**config.mk**
```make
export PLATFORM = sky130hd
export DESIGN_NAME = brm_front
export DESIGN_NICKNAME = d
export VERILOG_FILES = /design/src/banked_rom_mapper_with_sram_port_defines.svh /design/src/brm_pkg.sv /design/src/brm_front.sv
export SDC_FILE = /design/constraint.sdc
export NUM_CORES = 1
export LEC_CHECK = 0
export BUFFER_PORTS_ARGS = -buffer_cell sky130_fd_sc_hd__buf_2
export CAP_MARGIN = 30
export CORE_ASPECT_RATIO = 1.2
export CORE_MARGIN = 1.5
export CORE_UTILIZATION = 50
export DETAILED_ROUTE_END_ITERATION = 12
export GPL_ROUTABILITY_DRIVEN = 0
export PLACE_DENSITY = 0.86
export SYNTH_ARGS = -nofsm -noshare
export SYNTH_HDL_FRONTEND = slang
export SYNTH_SLANG_ARGS = --single-unit
```
**constraint.sdc**
```tcl
create_clock -name clk -period 3 [get_ports clk]
set_input_delay 0 -clock clk [delete_from_list [all_inputs] [get_ports clk]]
set_output_delay 0 -clock clk [all_outputs]
set_load 0.02 [all_outputs]
```
**src/banked_rom_mapper_with_sram_port_defines.svh**
```systemverilog
// Assertion macros for the banked ROM mapper.
// Included by the top level; no other dependencies.
`ifndef BANKED_ROM_MAPPER_WITH_SRAM_PORT_DEFINES_SVH
`define BANKED_ROM_MAPPER_WITH_SRAM_PORT_DEFINES_SVH

`ifndef SYNTH
`define BRM_ASSERT(lbl, prop, msg) \
    lbl: assert property (@(posedge clk) disable iff (!rst_n) prop) else $error(msg);
`define BRM_ASSERT_ALWAYS(lbl, prop, msg) \
    lbl: assert property (@(posedge clk) prop) else $error(msg);
`else
`define BRM_ASSERT(lbl, prop, msg)
`define BRM_ASSERT_ALWAYS(lbl, prop, msg)
`endif

`endif

```
**src/brm_pkg.sv**
```systemverilog
// Shared types and constants for the banked ROM mapper.
// No dependencies.
package brm_pkg;

    localparam int SRAM_DEPTH = 4096;
    localparam int SRAM_AW    = $clog2(SRAM_DEPTH);
    localparam int PTR_W      = 24;

    localparam int QDEPTH = 4;
    localparam int QAW    = $clog2(QDEPTH);
    localparam int QCW    = QAW + 1;

    localparam logic [1:0] KIND_READ  = 2'd0;
    localparam logic [1:0] KIND_PEEK  = 2'd1;
    localparam logic [1:0] KIND_WRITE = 2'd2;

    localparam logic [1:0] SRC_DONE     = 2'd0;
    localparam logic [1:0] SRC_ROM      = 2'd1;
    localparam logic [1:0] SRC_READBACK = 2'd2;
    localparam logic [1:0] SRC_SRAM     = 2'd3;

    localparam logic [15:0] ADDR_BANK1   = 16'h6000;
    localparam logic [15:0] ADDR_BANK0   = 16'h6400;
    localparam logic [15:0] ADDR_BANK2   = 16'h7000;
    localparam logic [15:0] ADDR_BANK3   = 16'h7400;
    localparam logic [15:0] ADDR_CONTROL = 16'h7FF9;
    localparam logic [15:0] RB_MASK      = 16'h7FF9;
    localparam logic [15:0] RB_MATCH     = 16'h7FF0;

    localparam logic [13:0] OFS_PTR_HI  = 14'h3FFA;
    localparam logic [13:0] OFS_PTR_MID = 14'h3FFB;
    localparam logic [13:0] OFS_PTR_LO  = 14'h3FFC;
    localparam logic [13:0] OFS_SRAM    = 14'h3FFD;

    localparam int CTRL_SRAM_BIT = 1;
    localparam int CTRL_RB_BIT   = 2;

    typedef struct packed {
        logic [1:0]  source;
        logic [7:0]  read_data;
        logic [7:0]  rom_block;
        logic [13:0] rom_offset;
    } item_t;

    typedef struct packed {
        logic               en;
        logic               we;
        logic [SRAM_AW-1:0] addr;
        logic [7:0]         wdata;
    } ram_req_t;

    typedef struct packed {
        logic clearing;
        logic fire;
    } front_stat_t;

    typedef struct packed {
        logic           room;
        logic           stage_valid;
        logic [QCW-1:0] count;
    } back_stat_t;

endpackage

```
**src/brm_front.sv**
```systemverilog
// Front end: accepts bus accesses, classifies them, updates mapper state
// and issues SRAM requests. Depends on brm_pkg.
module brm_front (
    input  logic                clk,
    input  logic                rst_n,
    input  logic                s_tvalid,
    output logic                s_tready,
    input  logic [1:0]          kind,
    input  logic [15:0]         address,
    input  logic [7:0]          write_data,
    input  logic                room,
    output logic                item_valid,
    output brm_pkg::item_t      item,
    output brm_pkg::ram_req_t   ram_req,
    output brm_pkg::front_stat_t stat
);
    import brm_pkg::*;

    logic [7:0]       ctrl_reg, ctrl_next;
    logic [7:0]       bank_reg  [4];
    logic [7:0]       bank_next [4];
    logic [PTR_W-1:0] ptr_reg, ptr_next;
    logic [SRAM_AW:0] clr_reg, clr_next;

    logic        clearing;
    logic        fire;
    logic        is_write;
    logic        is_read;
    logic        sram_on;
    logic        rb_hit;
    logic [13:0] low;
    logic [1:0]  bank_sel;
    logic [7:0]  bank_val;

    assign clearing = ~clr_reg[SRAM_AW];
    assign s_tready = ~clearing & room;
    assign fire     = s_tvalid & s_tready;
    assign is_write = (kind == KIND_WRITE);
    assign is_read  = (kind == KIND_READ);
    assign low      = address[13:0];
    assign sram_on  = ctrl_reg[CTRL_SRAM_BIT];
    assign rb_hit   = ctrl_reg[CTRL_RB_BIT] && ((address & RB_MASK) == RB_MATCH);
    assign bank_sel = rb_hit ? address[2:1] : address[15:14];
    assign bank_val = bank_reg[bank_sel];

    always_comb
    begin
        ctrl_next = ctrl_reg;
        bank_next = bank_reg;
        ptr_next  = ptr_reg;
        clr_next  = clr_reg;
        item      = '0;
        ram_req   = '0;
        if (clearing)
        begin
            ram_req.en   = 1'b1;
            ram_req.we   = 1'b1;
            ram_req.addr = clr_reg[SRAM_AW-1:0];
            clr_next     = clr_reg + 1'b1;
        end
        if (is_write)
        begin
            item.source = SRC_DONE;
            if (address == ADDR_BANK1)
            begin
                bank_next[1] = write_data;
            end
            else if (address == ADDR_BANK0)
            begin
                bank_next[0] = write_data;
            end
            else if (address == ADDR_BANK2)
            begin
                bank_next[2] = write_data;
            end
            else if (address == ADDR_BANK3)
            begin
                bank_next[3] = write_data;
            end
            else if (address == ADDR_CONTROL)
            begin
                ctrl_next = write_data;
            end
            else if (sram_on)
            begin
                if (low == OFS_PTR_HI)
                begin
                    ptr_next[23:16] = write_data;
                end
                else if (low == OFS_PTR_MID)
                begin
                    ptr_next[15:8] = write_data;
                end
                else if (low == OFS_PTR_LO)
                begin
                    ptr_next[7:0] = write_data;
                end
                else if (low == OFS_SRAM)
                begin
                    ram_req.en    = fire;
                    ram_req.we    = 1'b1;
                    ram_req.addr  = ptr_reg[SRAM_AW-1:0];
                    ram_req.wdata = write_data;
                    ptr_next      = ptr_reg + 1'b1;
                end
            end
        end
        else
        begin
            priority if (rb_hit)
            begin
                item.source    = SRC_READBACK;
                item.read_data = bank_val;
            end
            else if (sram_on && (low == OFS_SRAM))
            begin
                item.source  = SRC_SRAM;
                ram_req.en   = fire;
                ram_req.addr = ptr_reg[SRAM_AW-1:0];
                if (is_read)
                begin
                    ptr_next = ptr_reg + 1'b1;
                end
            end
            else
            begin
                item.source     = SRC_ROM;
                item.rom_block  = bank_val;
                item.rom_offset = low;
            end
        end
    end

    always_ff @(posedge clk or negedge rst_n)
    begin
        if (!rst_n)
        begin
            ctrl_reg <= '0;
            bank_reg <= '{default: '0};
            ptr_reg  <= '0;
            clr_reg  <= '0;
        end
        else
        begin
            clr_reg <= clr_next;
            if (fire)
            begin
                ctrl_reg <= ctrl_next;
                bank_reg <= bank_next;
                ptr_reg  <= ptr_next;
            end
        end
    end

    assign item_valid    = fire;
    assign stat.clearing = clearing;
    assign stat.fire     = fire;

endmodule

```
==> qor.csv, run 1 <==
metric,value,unit
p_int,1.320,mW
p_sw,0.4525,mW
holdWs,-9.384,ps
period_share,94.11,%
ys_ff_latch,59,
cts.clk_slew.worst_paths,70,ps
clk_latency,360,ps
worst_slack,176.6,ps
postCtsSetupBuffers,0,
yosys.area.top_type,dfrtp_1,
die_h,96.43,um
vias,3484,
async_flop_share,100.0,%
largest_reg_flops,32,
io_pins,88,
root_buffer,clkbuf_8,
critPathArrivalTime,2820,ps
viasPerCell,6.102,
grt_max_degree,42,
p_leak,2.094,nW
worstPathRequired,3000,ps
peakVddDrop,375.1,uV
drive_above_1_share,32.64,%
detail_route.wl_per_cell,18.00,um
startpoint_type,flop,
start_util,52.44,%
worstMarginPinSlew,698.9,ps
synth_nets,417,
yosys_most_used_dff,dfrtp_1,
clockPowerShare,46.6,%
yosysTopAreaCellShare,40.59,%
ant_nets,0,
tritoncts,done,
cts_sinks,59,
antenna_found_initial,0,
wl,10.28,mm
drt-pass1-iter-count,5,
regArea,1476,um2
hold_viol,3,
synth-seq-area-share,40.59,%
status,"complete, but fails checks",
setup_viol,0,
synth.area.top_cells,"dfrtp_1 (41%), mux2_2 (11%), mux2i_1 (6.6%)",
pwr-share-seq,44.9,%
worstPathMaxFanout,16,
fin_nets,511,
maxSlewViolCount,0,
p_sw_share,25.53,%
grt_pass1_vias,3221,
core,6937,um2
cp-end-kind,output pin,
min_period,2823,ps
power_frac_comb,8.5,%
synthMostInstantiatedCell,dfrtp_1,
place_area,4150,um2
grt_remaining_overflow,0,
drtIter0Drc,287,
grt_pass1_wl,15.88,mm
h-tree-depth,3,
finalInstanceArea,4444,um2
numCtsBuffers,9,
rsz0062_at_grt,no,
area_growth_syn_to_layout,22.19,%
hold_class,in -> async,
fin_tns_setup,0,ps
synthesis.area,3637,um2
cts.repair.resized,0,
syn-instance-count,385,
critical_path_class,reg -> out,
clockBufferDepth,2,
drc,0,
io_buffers,87,
fmax,354.2,MHz
multi_input_area,2036,um2
yosysWarnings,0,
post-place-ws,478.5,ps
dieArea,7797,um2
synth_common_cells,"dfrtp_1 (59), nand2_1 (48), mux2_2 (35)",
grt_usage,27.23,%
maxSlewHeadroom,53.15,%
avgSynthCellArea,9.447,um2
rows,33,
antenna-diode-count,0,
violations,negative hold slack,
p_per_area,398.8,nW/um2
dp_hpwl,7.214,mm
nFillCells,564,
finClkSkew,14.95,ps
synth_enable_flop_cells,0,
max_cap_viol_count,0,
synth.distinct_cells,45,
fp.dieW,80.86,um
==> per-layer routing <==
layer | vias up | wire [um] | global-route usage, %
li1 | 1597 | - | -
met1 | 1682 | 4125 | 34.99
met2 | 173 | 5153 | 44.58
met3 | 32 | 695 | 3.474
met4 | 0 | 303 | 14.80
met5 | - | 0 | 0
==> final cells by class <==
type,count,area share (%)
Clock inverter,7,2.252
Sequential cell,59,33.22
Inverter,9,0.7601
Tap cell,87,2.449
Clock buffer,9,2.787
Multi-Input combinational cell,299,45.81
Timing Repair Buffer,101,12.73
==> power groups by stage <==
stage | registers (mW) | clock network [mW] | logic [mW]
after floorplan | 0.811 | 0 | 0.0648
after global placement | 0.810 | 0 | 0.139
after detailed placement | 0.810 | 0 | 0.142
after CTS | 0.795 | 0.827 | 0.148
after global routing | 0.795 | 0.857 | 0.166
final | 0.795 | 0.826 | 0.152
==> worst max-delay path, cell delays in order (launching register included) <==
cell     delay (ps)
dfrtp_1         340
or3b_4          410
or4_4           530
mux2i_4         170
buf_4           310
mux2i_1         370
o22ai_1         140
buf_2           200
==> per-stage QoR <==
step / util, % / cells / hold WS, ps / total power [mW]
final: 64.07 / 571 / -9.384 / 1.772
after global routing: 64.07 / 571 / 5.489 / 1.817
after detailed placement: 59.83 / 549 / 182.2 / 0.9525
after global placement: 59.83 / 549 / 174.5 / 0.9497
after floorplan: - / 385 / -295.6 / 0.8753
after CTS: 63.78 / 570 / 0.6813 / 1.770
==> worst paths after layout <==
kind | from | to | slack, ps | cells past startpoint
setup / recovery | ctrl_reg[2] | item[27] | 180 | 7
hold / removal | rst_n | clr_reg[5] | -9 | 2
setup reg to reg | clr_reg[12] | bank_reg[25] | 470 | 5
hold reg to reg | clr_reg[7] | clr_reg[7] | 490 | 1
max in group asynchronous | rst_n | bank_reg[25] | 2250 | 4
min in group clk | write_data[3] | bank_reg[19] | 0 | 2
==> cells in the final DEF, fill, tap and decap left out, types with 3 or more instances in the layout <==
cell type      instances
buf_2                 87
dfrtp_1               59
nand2_1               48
mux2_2                35
o21ai_0               27
mux2i_1               24
and2_1                22
o22ai_1               19
a21oi_1               16
nand3_1               12
nor3_1                11
nand4_1               11
nor2_1                10
inv_1                  9
clkbuf_8               9
or3_1                  8
buf_4                  8
xnor2_1                7
xor2_1                 5
dlygate4sd3_1          5
nand4b_1               4
nor4_1                 3
o31ai_1                3
nor3_2                 3
nand2b_1               3
and3_1                 3
clkinv_4               3
==> logic make-up (layout without fill, tap and decap cells) <==
group	Yosys count	after routing	share of synthesized area, %
compound gates	72	72	11.35
xor+xnor	12	12	2.890
fa+ha+maj	2	2	0.6879
buf+inv	27	126	3.612
flops	59	59	40.59
mux	60	60	18.06
simple gates	153	153	22.81
==> what timing repair did <==
action | 4_1_cts | 5_1_grt
endpoints found under the hold margin | 50 | 0
endpoints found under the setup margin | 0 | 0
hold buffers | 5 | 0
Note: power is estimated with default switching activity, not from simulation.
==> run 2, diff against run 1 <==
--- a/config.mk
+++ b/config.mk
@@ -5,14 +5,15 @@
 export SDC_FILE = /design/constraint.sdc
 export NUM_CORES = 1
 export LEC_CHECK = 0
+export ABC_AREA = 0
 export BUFFER_PORTS_ARGS = -buffer_cell sky130_fd_sc_hd__buf_2
 export CAP_MARGIN = 30
 export CORE_ASPECT_RATIO = 1.2
 export CORE_MARGIN = 1.5
-export CORE_UTILIZATION = 50
+export CORE_UTILIZATION = 49
 export DETAILED_ROUTE_END_ITERATION = 12
 export GPL_ROUTABILITY_DRIVEN = 0
-export PLACE_DENSITY = 0.86
+export PLACE_DENSITY = 0.88
 export SYNTH_ARGS = -nofsm -noshare
 export SYNTH_HDL_FRONTEND = slang
 export SYNTH_SLANG_ARGS = --single-unit
==> constraint.sdc (replaced) <==
create_clock -name clk -period 2.5 [get_ports clk]
set_input_delay 0 -clock clk [delete_from_list [all_inputs] [get_ports clk]]
set_output_delay 0 -clock clk [all_outputs]
set_load 0.02 [all_outputs]
==> qor.csv, run 2 (synthesized netlist as in run 1, its figures left out) <==
metric,value,unit,change
status,"complete, but fails checks",,
violations,negative setup slack,,
startpoint_type,flop,,
antenna-diode-count,0,,unchanged
rows,34,,+3.0%
final_common_cell,buf_2,,
crit_start,ctrl_reg[2],,
io_buffers,87,,unchanged
dr_wl_met3,966,um,+39%
final_cell_mix,"buf_2 (76), dfrtp_1 (59), nand2_1 (48), mux2_2 (35), o21ai_0 (27)",,
setup_viol,16,,+16
worstMarginPinSlew,741.3,ps,+42.45 ps
cts.clk_slew.worst_paths,70,ps,about the same
worst_slack,-174.4,ps,-351.0 ps
grt_pass1_vias,3503,,+8.8%
worstPathMaxFanout,8,,-8
critPathArrivalTime,2670,ps,-150 ps
detail_route.wirelength.met1,4.244,mm,+2.9%
drt-pass1-iter-count,5,,unchanged
root_buffer,clkbuf_8,,
p_leak,2.108,nW,+0.67%
wl,11.19,mm,+8.9%
grt_remaining_overflow,0,,unchanged
cp-end-kind,output pin,,
start_util,50.29,%,-2.1 points
clk_latency,360,ps,about the same
grt_usage,29.26,%,+2.0 points
period_share,107.0,%,
nFillCells,537,,-4.8%
maxSlewViolCount,0,,unchanged
largest_reg_flops,32,,unchanged
p_per_area,451.5,nW/um2,+13%
cts_sinks,59,,unchanged
dp_hpwl,7.456,mm,+3.4%
fin_util,65.69,%,+1.6 points
min_period,2674,ps,
peakVddDrop,409.6,uV,+9.2%
dr.max_layer_used,met4,,
maxSlewHeadroom,50.58,%,-2.6 points
max_cap_viol_count,0,,unchanged
finalInstanceArea,4751,um2,+6.9%
area_growth_syn_to_layout,30.62,%,
rr_startpoint,clr_reg[12],,
dr_wl_met2,5.508,mm,+6.9%
critPathCapture,item[26],,
critical_path_class,reg -> out,,
vias,3638,,+4.4%
drc,0,,unchanged
antenna_found_initial,0,,unchanged
ff2ff_path_depth,5,,unchanged
hold_viol,0,,-3
tritoncts,done,,
die_h,97.38,um,+0.99%
io_pins,88,,unchanged
viasPerCell,6.240,,+2.3%
drive_above_1_share,37.93,%,+5.3 points
ant_nets,0,,unchanged
hold_class,in -> reg,,
fp.dieW,81.65,um,+0.98%
worstPathRequired,2500,ps,-500 ps
fin_nets,520,,+1.8%
numCtsBuffers,9,,unchanged
grt_pass1_wl,17.62,mm,+11%
r2r_slack,300,ps,-170 ps
h-tree-depth,3,,unchanged
r2r_end,bank_reg[3],,
fin_tns_setup,-2212,ps,-2212 ps
dieArea,7951,um2,+2.0%
clockBufferDepth,2,,unchanged
rsz0062_at_grt,yes,,
core,7232,um2,+4.3%
grt_max_degree,34,,-19%
place_area,4204,um2,+1.3%
drtIter0Drc,328,,+14%
detail_route.wl_per_cell,19.20,um,+6.7%
fmax,373.9,MHz,
finClkSkew,12.20,ps,-2.749 ps
==> run 2: cell types whose count changed in the layout (fill, tap and decap cells not counted), moves of 3 or more <==
cell	before	now
mux2i_1	24	9
clkinvlp_4	0	3
buf_6	0	3
buf_2	87	76
o22ai_2	0	4
mux2i_4	1	13
o22ai_1	19	15
mux2i_2	0	3
buf_4	8	25
==> run 2: per-layer routing <==
metal / track usage (%) / up-vias
li1: - / 1617
met1: 36.10 / 1739
met2: 47.23 / 229
met3: 7.136 / 53
met4: 13.95 / 0
met5: 0 / -
==> run 2: layout make-up <==
| type | instances | area (um2) | share of cell area, % |
|---|---|---|---|
| Multi-Input combinational cell | 299 | 2222 | 46.77 |
| Sequential cell | 59 | 1476 | 31.08 |
| Timing Repair Buffer | 110 | 681.9 | 14.35 |
| Clock buffer | 9 | 123.9 | 2.607 |
| Tap cell | 90 | 112.6 | 2.370 |
| Clock inverter | 7 | 100.1 | 2.107 |
| Inverter | 9 | 33.78 | 0.7111 |
==> run 2: through the flow <==
step                      hold slack (ps)  cells  setup slack [ps]  total power [mW]
after floorplan                    -295.6    385             272.2             1.050
after global placement              96.33    557             289.9             1.143
after detailed placement            96.74    557             221.5             1.146
after CTS                          0.2833    582            -57.81             2.133
after global routing                8.734    583            -223.7             2.210
final                               1.460    583            -174.4             2.145
==> run 2: report_power, final <==
| group | leakage, nW | internal, mW | switching, mW |
|---|---|---|---|
| Sequential | 0.795 | 0.954 | 0 |
| Clock | 0.102 | 0.565 | 0.424 |
| Combinational | 1.21 | 0.0729 | 0.129 |
| Total | 2.11 | 1.59 | 0.553 |
==> run 2: worst min-delay path by stage <==
stage	from	to	cells past startpoint
4_1_cts	write_data[7]	bank_reg[31]	2
6_report	write_data[0]	ptr_reg[0]	3
5_1_grt	write_data[7]	bank_reg[15]	2
2_1_floorplan	rst_n	bank_reg[0]	0
3_3_place_gp	rst_n	bank_reg[29]	1
3_5_place_dp	rst_n	bank_reg[13]	1
==> run 2: what timing repair did <==
item / in CTS / in global routing
endpoints found under the hold margin: 41 / 0
setup endpoints to repair: 16 / 16
pin swaps: 6 / 0
hold buffers: 4 / 0
buffers inserted: 4 / 2
gates cloned: 1 / 0
resized for setup: 33 / 16
==> run 2: worst max-delay path, cell delays in order (launching register included) <==
cell and delay, ps:
dfrtp_1 350, or3b_4 390, or4_4 460, mux2i_4 220, buf_4 160, buf_12 160, mux2i_4 270, o22ai_1 120
buf_4 180
==> run 3, diff against run 2 <==
==> constraint.sdc (replaced) <==
create_clock -name clk -period 2.4 [get_ports clk]
set_input_delay 0 -clock clk [delete_from_list [all_inputs] [get_ports clk]]
set_output_delay 0 -clock clk [all_outputs]
set_load 0.02 [all_outputs]
==> qor.csv, run 3 (synthesized netlist as in run 1, its figures left out) <==
metric,value,unit,change
cp-end-kind,output pin,,
viasPerCell,6.305,,+1.0%
grt_usage,28.88,%,-0.38 points
detail_route.wl_per_cell,19.36,um,+0.83%
period_share,107.4,%,
antenna-diode-count,0,,unchanged
p_per_area,453.5,nW/um2,+0.45%
drive_above_1_share,37.73,%,-0.20 points
rows,34,,unchanged
worstPathRequired,2400,ps,-100 ps
clockBufferDepth,2,,unchanged
fp.dieW,81.65,um,unchanged
largest_reg_flops,32,,unchanged
grt_max_degree,27,,-21%
final_cell_count_no_fill,583,,unchanged
area_growth_syn_to_layout,28.76,%,
dpl.cell_count,558,,+0.18%
io_buffers,87,,unchanged
root_buffer,clkbuf_8,,
dieArea,7951,um2,unchanged
wl,11.29,mm,+0.83%
critPathArrivalTime,2580,ps,-90 ps
p_leak,2.095,nW,-0.61%
fin_nets,520,,unchanged
numCtsBuffers,9,,unchanged
finClkSkew,14.16,ps,+1.958 ps
worstMarginPinSlew,722.4,ps,-18.93 ps
final_cell_mix,"buf_2 (79), dfrtp_1 (59), nand2_1 (48), mux2_2 (35), o21ai_0 (27)",,
vias,3676,,+1.0%
startpoint_type,flop,,
drc,0,,unchanged
peakVddDrop,466.2,uV,+14%
ant_nets,0,,unchanged
antenna_found_initial,0,,unchanged
tritoncts,done,,
die_h,97.38,um,unchanged
fmax,388.1,MHz,
cts_sinks,59,,unchanged
nFillCells,560,,+4.3%
violations,negative setup slack,,
drt-pass1-iter-count,5,,unchanged
hold_class,in -> reg,,
holdWs,35.95,ps,+34.49 ps
hold_viol,0,,unchanged
maxSlewHeadroom,51.84,%,+1.3 points
start_util,50.29,%,unchanged
max_cap_viol_count,0,,unchanged
h-tree-depth,3,,unchanged
core,7232,um2,unchanged
setup_viol,16,,unchanged
cts.clk_slew.worst_paths,70,ps,about the same
rsz0062_at_grt,yes,,
drtIter0Drc,303,,-7.6%
clk_latency,360,ps,about the same
maxSlewViolCount,0,,unchanged
io_pins,88,,unchanged
critical_path_class,reg -> out,,
worst_slack,-176.7,ps,-2.282 ps
worstPathMaxFanout,8,,unchanged
status,"complete, but fails checks",,
grt_pass1_vias,3478,,-0.71%
final_common_cell,buf_2,,
min_period,2577,ps,
grt_pass1_wl,17.32,mm,-1.7%
dp_hpwl,7.363,mm,-1.2%
finalInstanceArea,4683,um2,-1.4%
place_area,4212,um2,+0.18%
grt_remaining_overflow,0,,unchanged
==> run 3: changes by cell type in the layout (fill, tap and decap cells not counted), moves of 3 or more <==
cell and change:
buf_4 -4, mux2i_2 +4, mux2i_4 -4, buf_2 +3
==> run 3: metal layers <==
metal	routed length [um]	track usage, %
met5	0	0
met4	412	13.69
met3	989	5.540
met2	5551	46.66
met1	4333	36.64
==> run 3: area by class of cell <==
| type | instances | area [um2] | area share [%] |
|---|---|---|---|
| Multi-Input combinational cell | 299 | 2183 | 46.62 |
| Tap cell | 90 | 112.6 | 2.404 |
| Timing Repair Buffer | 110 | 676.9 | 14.45 |
| Inverter | 9 | 33.78 | 0.7213 |
| Clock buffer | 9 | 123.9 | 2.645 |
| Clock inverter | 7 | 76.32 | 1.630 |
| Sequential cell | 59 | 1476 | 31.53 |
==> run 3: report_power, final <==
group / total [mW] / internal [mW] / switching, mW
Sequential: 0.994 / 0.994 / 0
Combinational: 0.208 / 0.0740 / 0.134
Clock: 0.922 / 0.484 / 0.439
==> run 3: worst paths after layout <==
check                              start  depth (start not counted)           end  slack [ps]
min in group asynchronous          rst_n                          2  bank_reg[24]         150
setup / recovery             ctrl_reg[2]                          7      item[16]        -180
max in group asynchronous          rst_n                          3   clr_reg[10]        1490
setup reg to reg             clr_reg[12]                          5   bank_reg[6]         200
hold / removal             write_data[0]                          3    ptr_reg[0]          40
hold reg to reg               clr_reg[7]                          1    clr_reg[7]         500
==> run 3: repair_timing <==
item,CTS,global route
pin swaps,5,3
setup buffers,4,1
setup endpoints to repair,16,22
resized for setup,24,21
hold buffers,5,0
hold endpoints to repair,35,0
cloned,1,0
==> run 3: metrics by stage <==
| stage | TNS, ps | total power [mW] | setup WS [ps] | utilization [%] |
|---|---|---|---|---|
| 2_1_floorplan | 0 | 1.094 | 172.2 | - |
| 3_3_place_gp | 0 | 1.192 | 173.4 | 58.24 |
| 3_5_place_dp | 0 | 1.195 | 139.7 | 58.24 |
| 4_1_cts | -2210 | 2.123 | -159.3 | 63.81 |
| 5_1_grt | -3477 | 2.188 | -252.0 | 64.76 |
| 6_report | -2146 | 2.124 | -176.7 | 64.76 |
==> run 3: critical path: stages, from the launching register on <==
cell and delay [ps]:
dfrtp_1 340, or3b_4 380, or4_4 450, mux2i_4 260, buf_12 200, mux2i_4 310, o22ai_1 110, buf_2 170
